File: src/csma_pkg.sv
// csma_pkg: shared types, codes and helpers of the csma mac controller
// no dependencies; imported by csma_fifo_mem, csma_ctrl and csma_mac_tx_rx_controller_top
`default_nettype none

package csma_pkg;

	localparam int QUEUE_DEPTH_DEF = 4;

	localparam int ENTRY_W   = 17;
	localparam int S_TDATA_W = 88;
	localparam int S_TUSER_W = 2;
	localparam int M_TDATA_W = 56;
	localparam int CFG_IDX_W = 2;
	localparam int CFG_DAT_W = 16;

	localparam logic [15:0] BROADCAST_ADDR = 16'hFFFF;
	localparam logic [7:0]  MAX_PAYLOAD    = 8'd120;
	localparam logic [15:0] BACKOFF_BASE   = 16'd16;
	localparam logic [4:0]  BACKOFF_SHIFT  = 5'd5;
	localparam logic [1:0]  TYPE_DATA      = 2'h1;
	localparam logic [1:0]  TYPE_ACK       = 2'h2;
	localparam int          ACK_REQ_BIT    = 7;

	localparam logic [15:0] NODE_ADDR_RST  = 16'd0;
	localparam logic [15:0] ACK_WAIT_RST   = 16'd500;
	localparam logic [3:0]  RETRY_LIM_RST  = 4'd3;

	typedef enum logic [1:0] {
		CMD_QUEUE = 2'd0,
		CMD_TICK  = 2'd1,
		CMD_CCA   = 2'd2,
		CMD_RX    = 2'd3
	} cmd_t;

	typedef enum logic [1:0] {
		REG_NODE_ADDR = 2'd0,
		REG_ACK_WAIT  = 2'd1,
		REG_RETRY_LIM = 2'd2
	} reg_idx_t;

	localparam logic [1:0] OUTCOME_NONE    = 2'd0;
	localparam logic [1:0] OUTCOME_SENT    = 2'd1;
	localparam logic [1:0] OUTCOME_GIVENUP = 2'd2;

	localparam logic [1:0] QSTAT_NONE   = 2'd0;
	localparam logic [1:0] QSTAT_ACCEPT = 2'd1;
	localparam logic [1:0] QSTAT_REJECT = 2'd2;

	typedef enum logic [3:0] {
		MODE_IDLE    = 4'b0001,
		MODE_BACKOFF = 4'b0010,
		MODE_CCA     = 4'b0100,
		MODE_ACK     = 4'b1000
	} mode_t;

	typedef struct packed {
		logic [7:0]  rx_ctrl;
		logic [15:0] rx_src;
		logic [15:0] rx_dst;
		logic        channel_clear;
		logic [15:0] random_value;
		logic [7:0]  payload_length;
		logic        ack_request;
		logic [15:0] dest_address;
	} item_t;

	typedef struct packed {
		logic [15:0] deliver_src;
		logic        deliver;
		logic [15:0] ack_dest;
		logic        send_ack;
		logic [1:0]  queue_status;
		logic [1:0]  tx_outcome;
		logic [15:0] tx_dest;
		logic        start_tx;
	} result_t;

	typedef struct packed {
		logic                 valid;
		logic [CFG_IDX_W-1:0] index;
		logic [CFG_DAT_W-1:0] data;
	} cfg_wr_t;

	// (rnd and (2^(att+5))-1) + 16, saturated to 16 bits
	function automatic logic [15:0] backoff_len(input logic [3:0] att, input logic [15:0] rnd);
		logic [4:0]  sh;
		logic [15:0] mask;
		logic [16:0] w;
		sh = {1'b0, att} + BACKOFF_SHIFT;
		for (int i = 0; i < 16; i++) begin
			mask[i] = (5'(i) < sh);
		end
		w = {1'b0, rnd & mask} + {1'b0, BACKOFF_BASE};
		return w[16] ? 16'hFFFF : w[15:0];
	endfunction

endpackage

`default_nettype wire

File: src/csma_fifo_mem.sv
// csma_fifo_mem: frame queue storage, one write and one registered read port
// depends on csma_pkg; a write to the address being read is forwarded
`default_nettype none

module csma_fifo_mem #(
	parameter int QUEUE_DEPTH = csma_pkg::QUEUE_DEPTH_DEF,
	parameter int PTR_W       = (QUEUE_DEPTH > 1) ? $clog2(QUEUE_DEPTH) : 1
) (
	input  wire logic                         clk,
	input  wire logic                         wr_en,
	input  wire logic [PTR_W-1:0]             wr_addr,
	input  wire logic [csma_pkg::ENTRY_W-1:0] wr_data,
	input  wire logic [PTR_W-1:0]             rd_addr,
	output logic      [csma_pkg::ENTRY_W-1:0] rd_data
);
	import csma_pkg::*;

	logic [ENTRY_W-1:0] mem [QUEUE_DEPTH];
	logic [ENTRY_W-1:0] rd_data_q;

	always_ff @(posedge clk) begin
		if (wr_en) begin
			mem[wr_addr] <= wr_data;
		end
	end

	always_ff @(posedge clk) begin
		if (wr_en && (wr_addr == rd_addr)) begin
			rd_data_q <= wr_data;
		end else begin
			rd_data_q <= mem[rd_addr];
		end
	end

	assign rd_data = rd_data_q;

endmodule

`default_nettype wire

File: src/csma_ctrl.sv
// csma_ctrl: mac state, queue pointers and configuration registers
// depends on csma_pkg and csma_fifo_mem; one accepted item updated per cycle
`default_nettype none

module csma_ctrl #(
	parameter int QUEUE_DEPTH = csma_pkg::QUEUE_DEPTH_DEF
) (
	input  wire logic              clk,
	input  wire logic              arst_n,
	input  wire csma_pkg::cfg_wr_t cfg_wr,
	input  wire logic              item_valid,
	input  wire csma_pkg::cmd_t    item_cmd,
	input  wire csma_pkg::item_t   item,
	output logic                   res_valid,
	output csma_pkg::result_t      res
);
	import csma_pkg::*;

	localparam int PTR_W = (QUEUE_DEPTH > 1) ? $clog2(QUEUE_DEPTH) : 1;
	localparam int CNT_W = $clog2(QUEUE_DEPTH + 1);
	localparam int SUM_W = CNT_W + 1;

	logic [15:0]        node_addr_q;
	logic [15:0]        ack_wait_q;
	logic [3:0]         retry_lim_q;

	mode_t              mode_q, mode_n;
	logic [3:0]         attempt_q, attempt_n;
	logic [15:0]        countdown_q, countdown_n;
	logic [15:0]        cur_dest_q, cur_dest_n;
	logic               cur_ack_q, cur_ack_n;
	logic [PTR_W-1:0]   rp_q, rp_n;
	logic [CNT_W-1:0]   cnt_q, cnt_n;

	logic               wr_en;
	logic [PTR_W-1:0]   wr_addr;
	logic [ENTRY_W-1:0] wr_data;
	logic [ENTRY_W-1:0] rd_data;
	logic [ENTRY_W-1:0] head;
	logic [SUM_W-1:0]   slot_sum;
	logic [SUM_W-1:0]   rp_inc;
	logic [3:0]         retry_lim_eff;
	logic [3:0]         attempt_inc;
	logic               give_up;
	logic [1:0]         rx_type;
	result_t            res_n;

	csma_fifo_mem #(
		.QUEUE_DEPTH(QUEUE_DEPTH),
		.PTR_W      (PTR_W)
	) u_fifo (
		.clk    (clk),
		.wr_en  (wr_en),
		.wr_addr(wr_addr),
		.wr_data(wr_data),
		.rd_addr(rp_n),
		.rd_data(rd_data)
	);

	always_ff @(posedge clk or negedge arst_n) begin
		if (!arst_n) begin
			node_addr_q <= NODE_ADDR_RST;
			ack_wait_q  <= ACK_WAIT_RST;
			retry_lim_q <= RETRY_LIM_RST;
		end else if (cfg_wr.valid) begin
			case (reg_idx_t'(cfg_wr.index))
				REG_NODE_ADDR: node_addr_q <= cfg_wr.data;
				REG_ACK_WAIT:  ack_wait_q  <= cfg_wr.data;
				REG_RETRY_LIM: retry_lim_q <= cfg_wr.data[3:0];
				default:       ;
			endcase
		end
	end

	// queue write slot and pointer increment with wrap at the depth
	always_comb begin
		slot_sum = SUM_W'(rp_q) + SUM_W'(cnt_q);
		if (slot_sum >= SUM_W'(QUEUE_DEPTH)) begin
			slot_sum = slot_sum - SUM_W'(QUEUE_DEPTH);
		end
		rp_inc = SUM_W'(rp_q) + SUM_W'(1);
		if (rp_inc >= SUM_W'(QUEUE_DEPTH)) begin
			rp_inc = '0;
		end
	end

	assign wr_addr       = slot_sum[PTR_W-1:0];
	assign wr_data       = {item.dest_address, item.ack_request};
	assign wr_en         = item_valid && (item_cmd == CMD_QUEUE)
	                       && (item.payload_length <= MAX_PAYLOAD)
	                       && (cnt_q != CNT_W'(QUEUE_DEPTH));
	assign head          = (wr_en && (cnt_q == '0)) ? wr_data : rd_data;
	assign retry_lim_eff = (retry_lim_q == 4'd0) ? 4'd1 : retry_lim_q;
	assign attempt_inc   = attempt_q + 4'd1;
	assign give_up       = (attempt_inc >= retry_lim_eff) || (attempt_inc == 4'd0);
	assign rx_type       = item.rx_ctrl[1:0];

	always_comb begin
		mode_n      = mode_q;
		attempt_n   = attempt_q;
		countdown_n = countdown_q;
		cur_dest_n  = cur_dest_q;
		cur_ack_n   = cur_ack_q;
		rp_n        = rp_q;
		cnt_n       = cnt_q;
		res_n       = '0;

		if (item_valid) begin
			case (item_cmd)
				CMD_QUEUE: begin
					if (wr_en) begin
						cnt_n              = cnt_q + CNT_W'(1);
						res_n.queue_status = QSTAT_ACCEPT;
					end else begin
						res_n.queue_status = QSTAT_REJECT;
					end
				end
				CMD_TICK: begin
					if (mode_q == MODE_BACKOFF || mode_q == MODE_ACK) begin
						if (countdown_q <= 16'd1) begin
							countdown_n = '0;
							if (mode_q == MODE_BACKOFF) begin
								res_n.start_tx = 1'b1;
								res_n.tx_dest  = cur_dest_q;
								mode_n         = MODE_CCA;
							end else begin
								attempt_n = attempt_inc;
								if (give_up) begin
									mode_n           = MODE_IDLE;
									res_n.tx_outcome = OUTCOME_GIVENUP;
								end else begin
									countdown_n = backoff_len(attempt_inc, item.random_value);
									mode_n      = MODE_BACKOFF;
								end
							end
						end else begin
							countdown_n = countdown_q - 16'd1;
						end
					end
				end
				CMD_CCA: begin
					if (mode_q == MODE_CCA) begin
						if (item.channel_clear) begin
							if (cur_ack_q) begin
								countdown_n = ack_wait_q;
								mode_n      = MODE_ACK;
							end else begin
								res_n.tx_outcome = OUTCOME_SENT;
								mode_n           = MODE_IDLE;
							end
						end else begin
							attempt_n = attempt_inc;
							if (give_up) begin
								mode_n           = MODE_IDLE;
								res_n.tx_outcome = OUTCOME_GIVENUP;
							end else begin
								countdown_n = backoff_len(attempt_inc, item.random_value);
								mode_n      = MODE_BACKOFF;
							end
						end
					end
				end
				CMD_RX: begin
					if (item.rx_dst == node_addr_q) begin
						if (rx_type == TYPE_ACK) begin
							if (mode_q == MODE_ACK && item.rx_src == cur_dest_q) begin
								res_n.tx_outcome = OUTCOME_SENT;
								mode_n           = MODE_IDLE;
							end
						end else begin
							if (rx_type == TYPE_DATA && item.rx_ctrl[ACK_REQ_BIT]) begin
								res_n.send_ack = 1'b1;
								res_n.ack_dest = item.rx_src;
							end
							res_n.deliver     = 1'b1;
							res_n.deliver_src = item.rx_src;
						end
					end else if (item.rx_dst == BROADCAST_ADDR) begin
						res_n.deliver     = 1'b1;
						res_n.deliver_src = item.rx_src;
					end
				end
				default: ;
			endcase

			// take the oldest pending frame once idle
			if (mode_n == MODE_IDLE && cnt_n != '0) begin
				cur_dest_n  = head[ENTRY_W-1:1];
				cur_ack_n   = head[0];
				rp_n        = rp_inc[PTR_W-1:0];
				cnt_n       = cnt_n - CNT_W'(1);
				attempt_n   = 4'd0;
				countdown_n = backoff_len(4'd0, item.random_value);
				mode_n      = MODE_BACKOFF;
			end
		end
	end

	always_ff @(posedge clk or negedge arst_n) begin
		if (!arst_n) begin
			mode_q      <= MODE_IDLE;
			attempt_q   <= '0;
			countdown_q <= '0;
			cur_dest_q  <= '0;
			cur_ack_q   <= 1'b0;
			rp_q        <= '0;
			cnt_q       <= '0;
		end else begin
			mode_q      <= mode_n;
			attempt_q   <= attempt_n;
			countdown_q <= countdown_n;
			cur_dest_q  <= cur_dest_n;
			cur_ack_q   <= cur_ack_n;
			rp_q        <= rp_n;
			cnt_q       <= cnt_n;
		end
	end

	assign res       = res_n;
	assign res_valid = item_valid && (res_n.start_tx || (res_n.tx_outcome != OUTCOME_NONE)
	                   || (res_n.queue_status != QSTAT_NONE) || res_n.send_ack
	                   || res_n.deliver);

endmodule

`default_nettype wire

File: src/csma_mac_tx_rx_controller_top.sv
// csma_mac_tx_rx_controller_top: stream ports, config port and output buffering
// depends on csma_pkg and csma_ctrl
//
//  channel | dir | handshake          | content
//  s_      | in  | s_tvalid/s_tready  | command in tuser, frame and rx header in tdata
//  m_      | out | m_tvalid/m_tready  | tx request, outcome, queue status, ack, delivery
//  cfg_    | in  | cfg_valid/cfg_ready| register index and write data
//
// one item per cycle while s_tready is high; each item is settled in the cycle it is
// accepted, the queue memory read for the next head is registered that same edge
// results go to an output register backed by a skid register, so s_tready
// falls only while both hold results that the sink has not taken
// arst_n clears mac state and queue pointers, resets the registers; no clearing pass
`default_nettype none

module csma_mac_tx_rx_controller_top #(
	parameter int QUEUE_DEPTH = csma_pkg::QUEUE_DEPTH_DEF
) (
	input  wire logic                           clk,
	input  wire logic                           arst_n,
	input  wire logic                           s_tvalid,
	output logic                                s_tready,
	// dest_address, ack_request, payload_length, random_value, channel_clear,
	// rx_dst, rx_src, rx_ctrl, zero fill
	input  wire logic [csma_pkg::S_TDATA_W-1:0] s_tdata,
	// command
	input  wire logic [csma_pkg::S_TUSER_W-1:0] s_tuser,
	output logic                                m_tvalid,
	input  wire logic                           m_tready,
	// start_tx, tx_dest, tx_outcome, queue_status, send_ack, ack_dest,
	// deliver, deliver_src, zero fill
	output logic      [csma_pkg::M_TDATA_W-1:0] m_tdata,
	input  wire logic                           cfg_valid,
	output logic                                cfg_ready,
	input  wire logic [csma_pkg::CFG_IDX_W-1:0] cfg_index,
	input  wire logic [csma_pkg::CFG_DAT_W-1:0] cfg_data
);
	import csma_pkg::*;

	localparam int ITEM_W = $bits(item_t);
	localparam int RES_W  = $bits(result_t);

	logic    accept;
	item_t   item;
	cfg_wr_t cfg_wr;
	logic    res_valid;
	result_t res;
	logic    out_valid_q;
	result_t out_q;
	logic    skid_valid_q;
	result_t skid_q;

	assign s_tready  = !skid_valid_q;
	assign accept    = s_tvalid && s_tready;
	assign item      = item_t'(s_tdata[ITEM_W-1:0]);
	assign cfg_ready = 1'b1;
	assign cfg_wr    = '{valid: cfg_valid, index: cfg_index, data: cfg_data};

	csma_ctrl #(
		.QUEUE_DEPTH(QUEUE_DEPTH)
	) u_ctrl (
		.clk       (clk),
		.arst_n    (arst_n),
		.cfg_wr    (cfg_wr),
		.item_valid(accept),
		.item_cmd  (cmd_t'(s_tuser)),
		.item      (item),
		.res_valid (res_valid),
		.res       (res)
	);

	always_ff @(posedge clk or negedge arst_n) begin
		if (!arst_n) begin
			out_valid_q  <= 1'b0;
			skid_valid_q <= 1'b0;
		end else if (!out_valid_q || m_tready) begin
			if (skid_valid_q) begin
				out_valid_q  <= 1'b1;
				skid_valid_q <= res_valid;
			end else begin
				out_valid_q  <= res_valid;
			end
		end else if (res_valid) begin
			skid_valid_q <= 1'b1;
		end
	end

	always_ff @(posedge clk) begin
		if (!out_valid_q || m_tready) begin
			if (skid_valid_q) begin
				out_q  <= skid_q;
				skid_q <= res;
			end else begin
				out_q  <= res;
			end
		end else if (res_valid) begin
			skid_q <= res;
		end
	end

	assign m_tvalid = out_valid_q;
	assign m_tdata  = {{(M_TDATA_W - RES_W){1'b0}}, out_q};

endmodule

`default_nettype wire

File: config.mk
export PLATFORM = sky130hd
export DESIGN_NAME = csma_mac_tx_rx_controller_top
export DESIGN_NICKNAME = d
export VERILOG_FILES = /design/src/csma_pkg.sv /design/src/csma_fifo_mem.sv /design/src/csma_ctrl.sv /design/src/csma_mac_tx_rx_controller_top.sv
export SDC_FILE = /design/constraint.sdc
export NUM_CORES = 1
export LEC_CHECK = 0
export BUFFER_PORTS_ARGS = -buffer_cell sky130_fd_sc_hd__buf_2
export CAP_MARGIN = 0
export CORE_ASPECT_RATIO = 0.5
export CORE_MARGIN = 5
export CORE_UTILIZATION = 55
export DETAILED_ROUTE_END_ITERATION = 8
export GPL_TIMING_DRIVEN = 0
export PLACE_DENSITY_LB_ADDON = 0.05
export SLEW_MARGIN = 25
export SYNTH_ARGS = -nofsm -noshare
export SYNTH_HDL_FRONTEND = slang
export SYNTH_SLANG_ARGS = --single-unit
File: constraint.sdc
create_clock -name clk -period 8.2 [get_ports clk]
set_clock_uncertainty 0.2 [all_clocks]
set_input_delay 2.05 -clock clk [delete_from_list [all_inputs] [get_ports clk]]
set_output_delay 2.05 -clock clk [all_outputs]
set_load 0.1 [all_outputs]
==> reports/results.tsv <==
metric	value	unit
htreeDepth	1	
crit_required	8.46	ns
cp_max_fo	10	
synthArstFlopShare	31.8	%
fillers	1752	
chipHeight	117	um
critPathLaunchType	flop	
grt_pass1_wl	49900	um
ys_ff_latch	264	
critPathSlowestCell	dfrtp_1	
overflow	0	
ff2ff_setup_slack	2.57	ns
cts_setup_buffers	0	
power_leakage	6.53	nW
clock_sinks	264	
grt_pass1_vias	9000	
wl_met3	1720	um
post_cts_resized	0	
critPathMaxStageDelay	0.46	ns
cp-end-kind	flop	
status	finished clean	
worstPathArrival	5.88	ns
std_cell_rows	39	
muxShareOfSynthArea	8.53	%
timing.hold.ws	0.307	ns
die_x	225	um
gp_congestion	0.901	
synth_edf_count	178	
setup_viol	0	
first_pass_iters	5	
power.density	271	nW/um^2
hold_viol	0	
r2r_start	u_ctrl.attempt_q[0]	
worstPathCellList	buf_2 -> buf_1 -> inv_1 -> ha_1 -> o21ai_0 -> o21ai_0 -> o22ai_1 -> clkbuf_1 -> a21oi_1 -> nor2b_1 -> ha_1 -> and4_1 -> o311ai_1 -> or3b_1 -> or3_1 -> buf_2 -> buf_4 -> a31oi_1 -> nor2_1 -> o41ai_2	
cp-endpoint	u_ctrl.countdown_q[9]	
tightest_slew	0.946	ns
wl_met1	14100	um
die_area	26400	um^2
synth_xor_area_share	4.94	%
port_buffers	158	
grt_max_degree	62	
drive_gt1_share	26.7	%
worst-setup-path-type	reg -> reg	
period_share	68.6	%
drc	0	
dp.cells	1463	
ys.flop_type	edfxtp_1	
crit_family	buffers and inverters	
finalPower	0.00404	W
path_depth	20	
fin_nets	1316	
initial_core_util	55.8	%
boundaryPins	172	
routed_wirelength	31100	um
synth_top_family_by_area	compound AO/OA/AOI/OAI gates	
hpwlAfterDp	23200	um
wl_per_cell	20.6	um
synth_simple_gate_area_share	11.0	%
top_layer	met4	
hold_buffers	0	
rr_endpoint	u_ctrl.countdown_q[9]	
synthToLayoutAreaGrowth	17.4	%
ant_nets	0	
final_common_cell	edfxtp_1	
fmax	178	MHz
num_vias	8795	
max_cap_viol_count	0	
setup.worst_path.start	u_ctrl.attempt_q[0]	
clk_latency	0.55	ns
core_area	22700	um^2
synth_seq_area_share	59.1	%
yosysWarnings	0	
clk_pin_slew	0.07	ns
final_max_slew_viol_count	0	
irDropWorstVdd	0.187	mV
layoutNonFillerInstCount	1509	
post-route-min-period	5.63	ns
routed_via_density	5.83	
slew_headroom	36.8	%
reg2regPathDepth	20	
crit_buf_inv	6	
rsz0062_at_grt	no	
synth_nets	1120	
antenna_found_initial	0	
clockBufferDepth	3	
synth_area	12700	um^2
final_cell_mix	edfxtp_1 (178), buf_2 (165), dfrtp_1 (75), nand2_1 (71), a21o_1 (59)	
avgSynthCellArea	12.9	um^2
cts_tree	built	
numCtsBuffers	25	
synth_fa_ha_area_share	1.97	%
clock-root-buffer	clkbuf_16	
drt_iter0_drc	754	
hp-class	reg -> reg	
gr-usage-all-layers	23.5	%
yosysUniqueCellTypes	84	
num_antenna_cells	0	
synthCells	987	
synth-compound-area-share	12.1	%
wl_met2	14600	um
==> logic make-up (layout without fill, tap and decap cells) <==
kind of cell | after synthesis | in the layout
AO/OA/AOI/OAI | 225 | 225
XOR/XNOR | 69 | 69
adder cells (fa/ha/maj) | 20 | 20
buffers and inverters | 65 | 280
flip-flops | 264 | 264
multiplexers | 82 | 82
other | 2 | 2
AND/OR/NAND/NOR | 260 | 260
==> state kept, by name, summed over array words and instances (netlist names), 16 cells and up, named ones only <==
register / cells
u_ctrl.u_fifo.mem: 68
skid_q: 55
u_ctrl.node_addr_q: 16
m_tdata: 55
u_ctrl.ack_wait_q: 16
u_ctrl.countdown_q: 16
u_ctrl.cur_dest_q: 16
==> power breakdown <==
part | leakage [nW] | internal, W | switching (W)
clock network | 0.386 | 0.000628 | 0.000512
logic | 3.33 | 0.000444 | 0.000794
registers | 2.81 | 0.00155 | 0.000105
total | 6.53 | 0.00263 | 0.00141
==> worst min-delay path by stage <==
stage / to / depth (start not counted) / slack, ns / from
6_report: u_ctrl.retry_lim_q[3] / 1 / 0.31 / u_ctrl.retry_lim_q[3]
3_3_place_gp: u_ctrl.retry_lim_q[3] / 1 / 0.29 / u_ctrl.retry_lim_q[3]
3_5_place_dp: u_ctrl.retry_lim_q[3] / 1 / 0.30 / u_ctrl.retry_lim_q[3]
5_1_grt: u_ctrl.ack_wait_q[0] / 1 / 0.33 / u_ctrl.ack_wait_q[0]
4_1_cts: u_ctrl.retry_lim_q[3] / 1 / 0.31 / u_ctrl.retry_lim_q[3]
2_1_floorplan: u_ctrl.ack_wait_q[13] / 1 / 0.27 / u_ctrl.ack_wait_q[13]
==> cells in the mapped netlist (5+ instances only) <==
master | count | area share (%)
o31ai_1 | 10 | 0.59
nand2_1 | 71 | 2.1
a21oi_1 | 37 | 1.5
nor3_1 | 16 | 0.63
nand4_1 | 10 | 0.49
mux2_2 | 39 | 3.5
inv_1 | 18 | 0.53
buf_1 | 5 | 0.15
mux2i_1 | 26 | 2.1
edfxtp_1 | 178 | 42
o21a_1 | 5 | 0.30
dfrtp_1 | 75 | 15
o21ai_1 | 12 | 0.47
xor2_1 | 46 | 3.2
o211ai_1 | 5 | 0.30
nor4_1 | 13 | 0.64
nand3b_1 | 5 | 0.30
xnor2_1 | 20 | 1.4
mux4_2 | 17 | 3.0
ha_1 | 20 | 2.0
clkbuf_1 | 26 | 0.77
o21ai_0 | 44 | 1.7
nor2_1 | 36 | 1.1
and2_1 | 53 | 2.6
nor2b_1 | 11 | 0.54
dfstp_2 | 9 | 1.9
nand3_1 | 10 | 0.39
a21o_1 | 59 | 3.5
or3_1 | 6 | 0.30
a31oi_1 | 5 | 0.25
buf_2 | 7 | 0.28
==> final cells by class <==
cell class	count	area [um^2]	area share, %
Tap cell	307	384	2.58
Timing Repair Buffer	169	961	6.45
Clock inverter	7	72.6	0.487
Buffer	45	215	1.45
Clock buffer	39	738	4.96
Inverter	20	77.6	0.521
Sequential cell	264	7500	50.4
Multi-Input combinational cell	658	4940	33.2
==> layer usage <==
layer | vias up | track usage [%]
li1 | 4090 | -
met1 | 4415 | 34.1
met2 | 247 | 37.5
met3 | 43 | 4.17
met4 | 0 | 5.21
met5 | - | 0
==> per-stage QoR <==
stage	util (%)	area, um^2	TNS, ns	setup slack [ns]
global placement	60.9	13900	-77.89	-1.42
CTS	65.4	14900	0	2.62
floorplan	-	12700	0	1.23
detailed placement	61.9	14100	0	2.14
finish	65.5	14900	0	2.57
global route	65.5	14900	0	2.11
(Power assumes the default switching activity.)
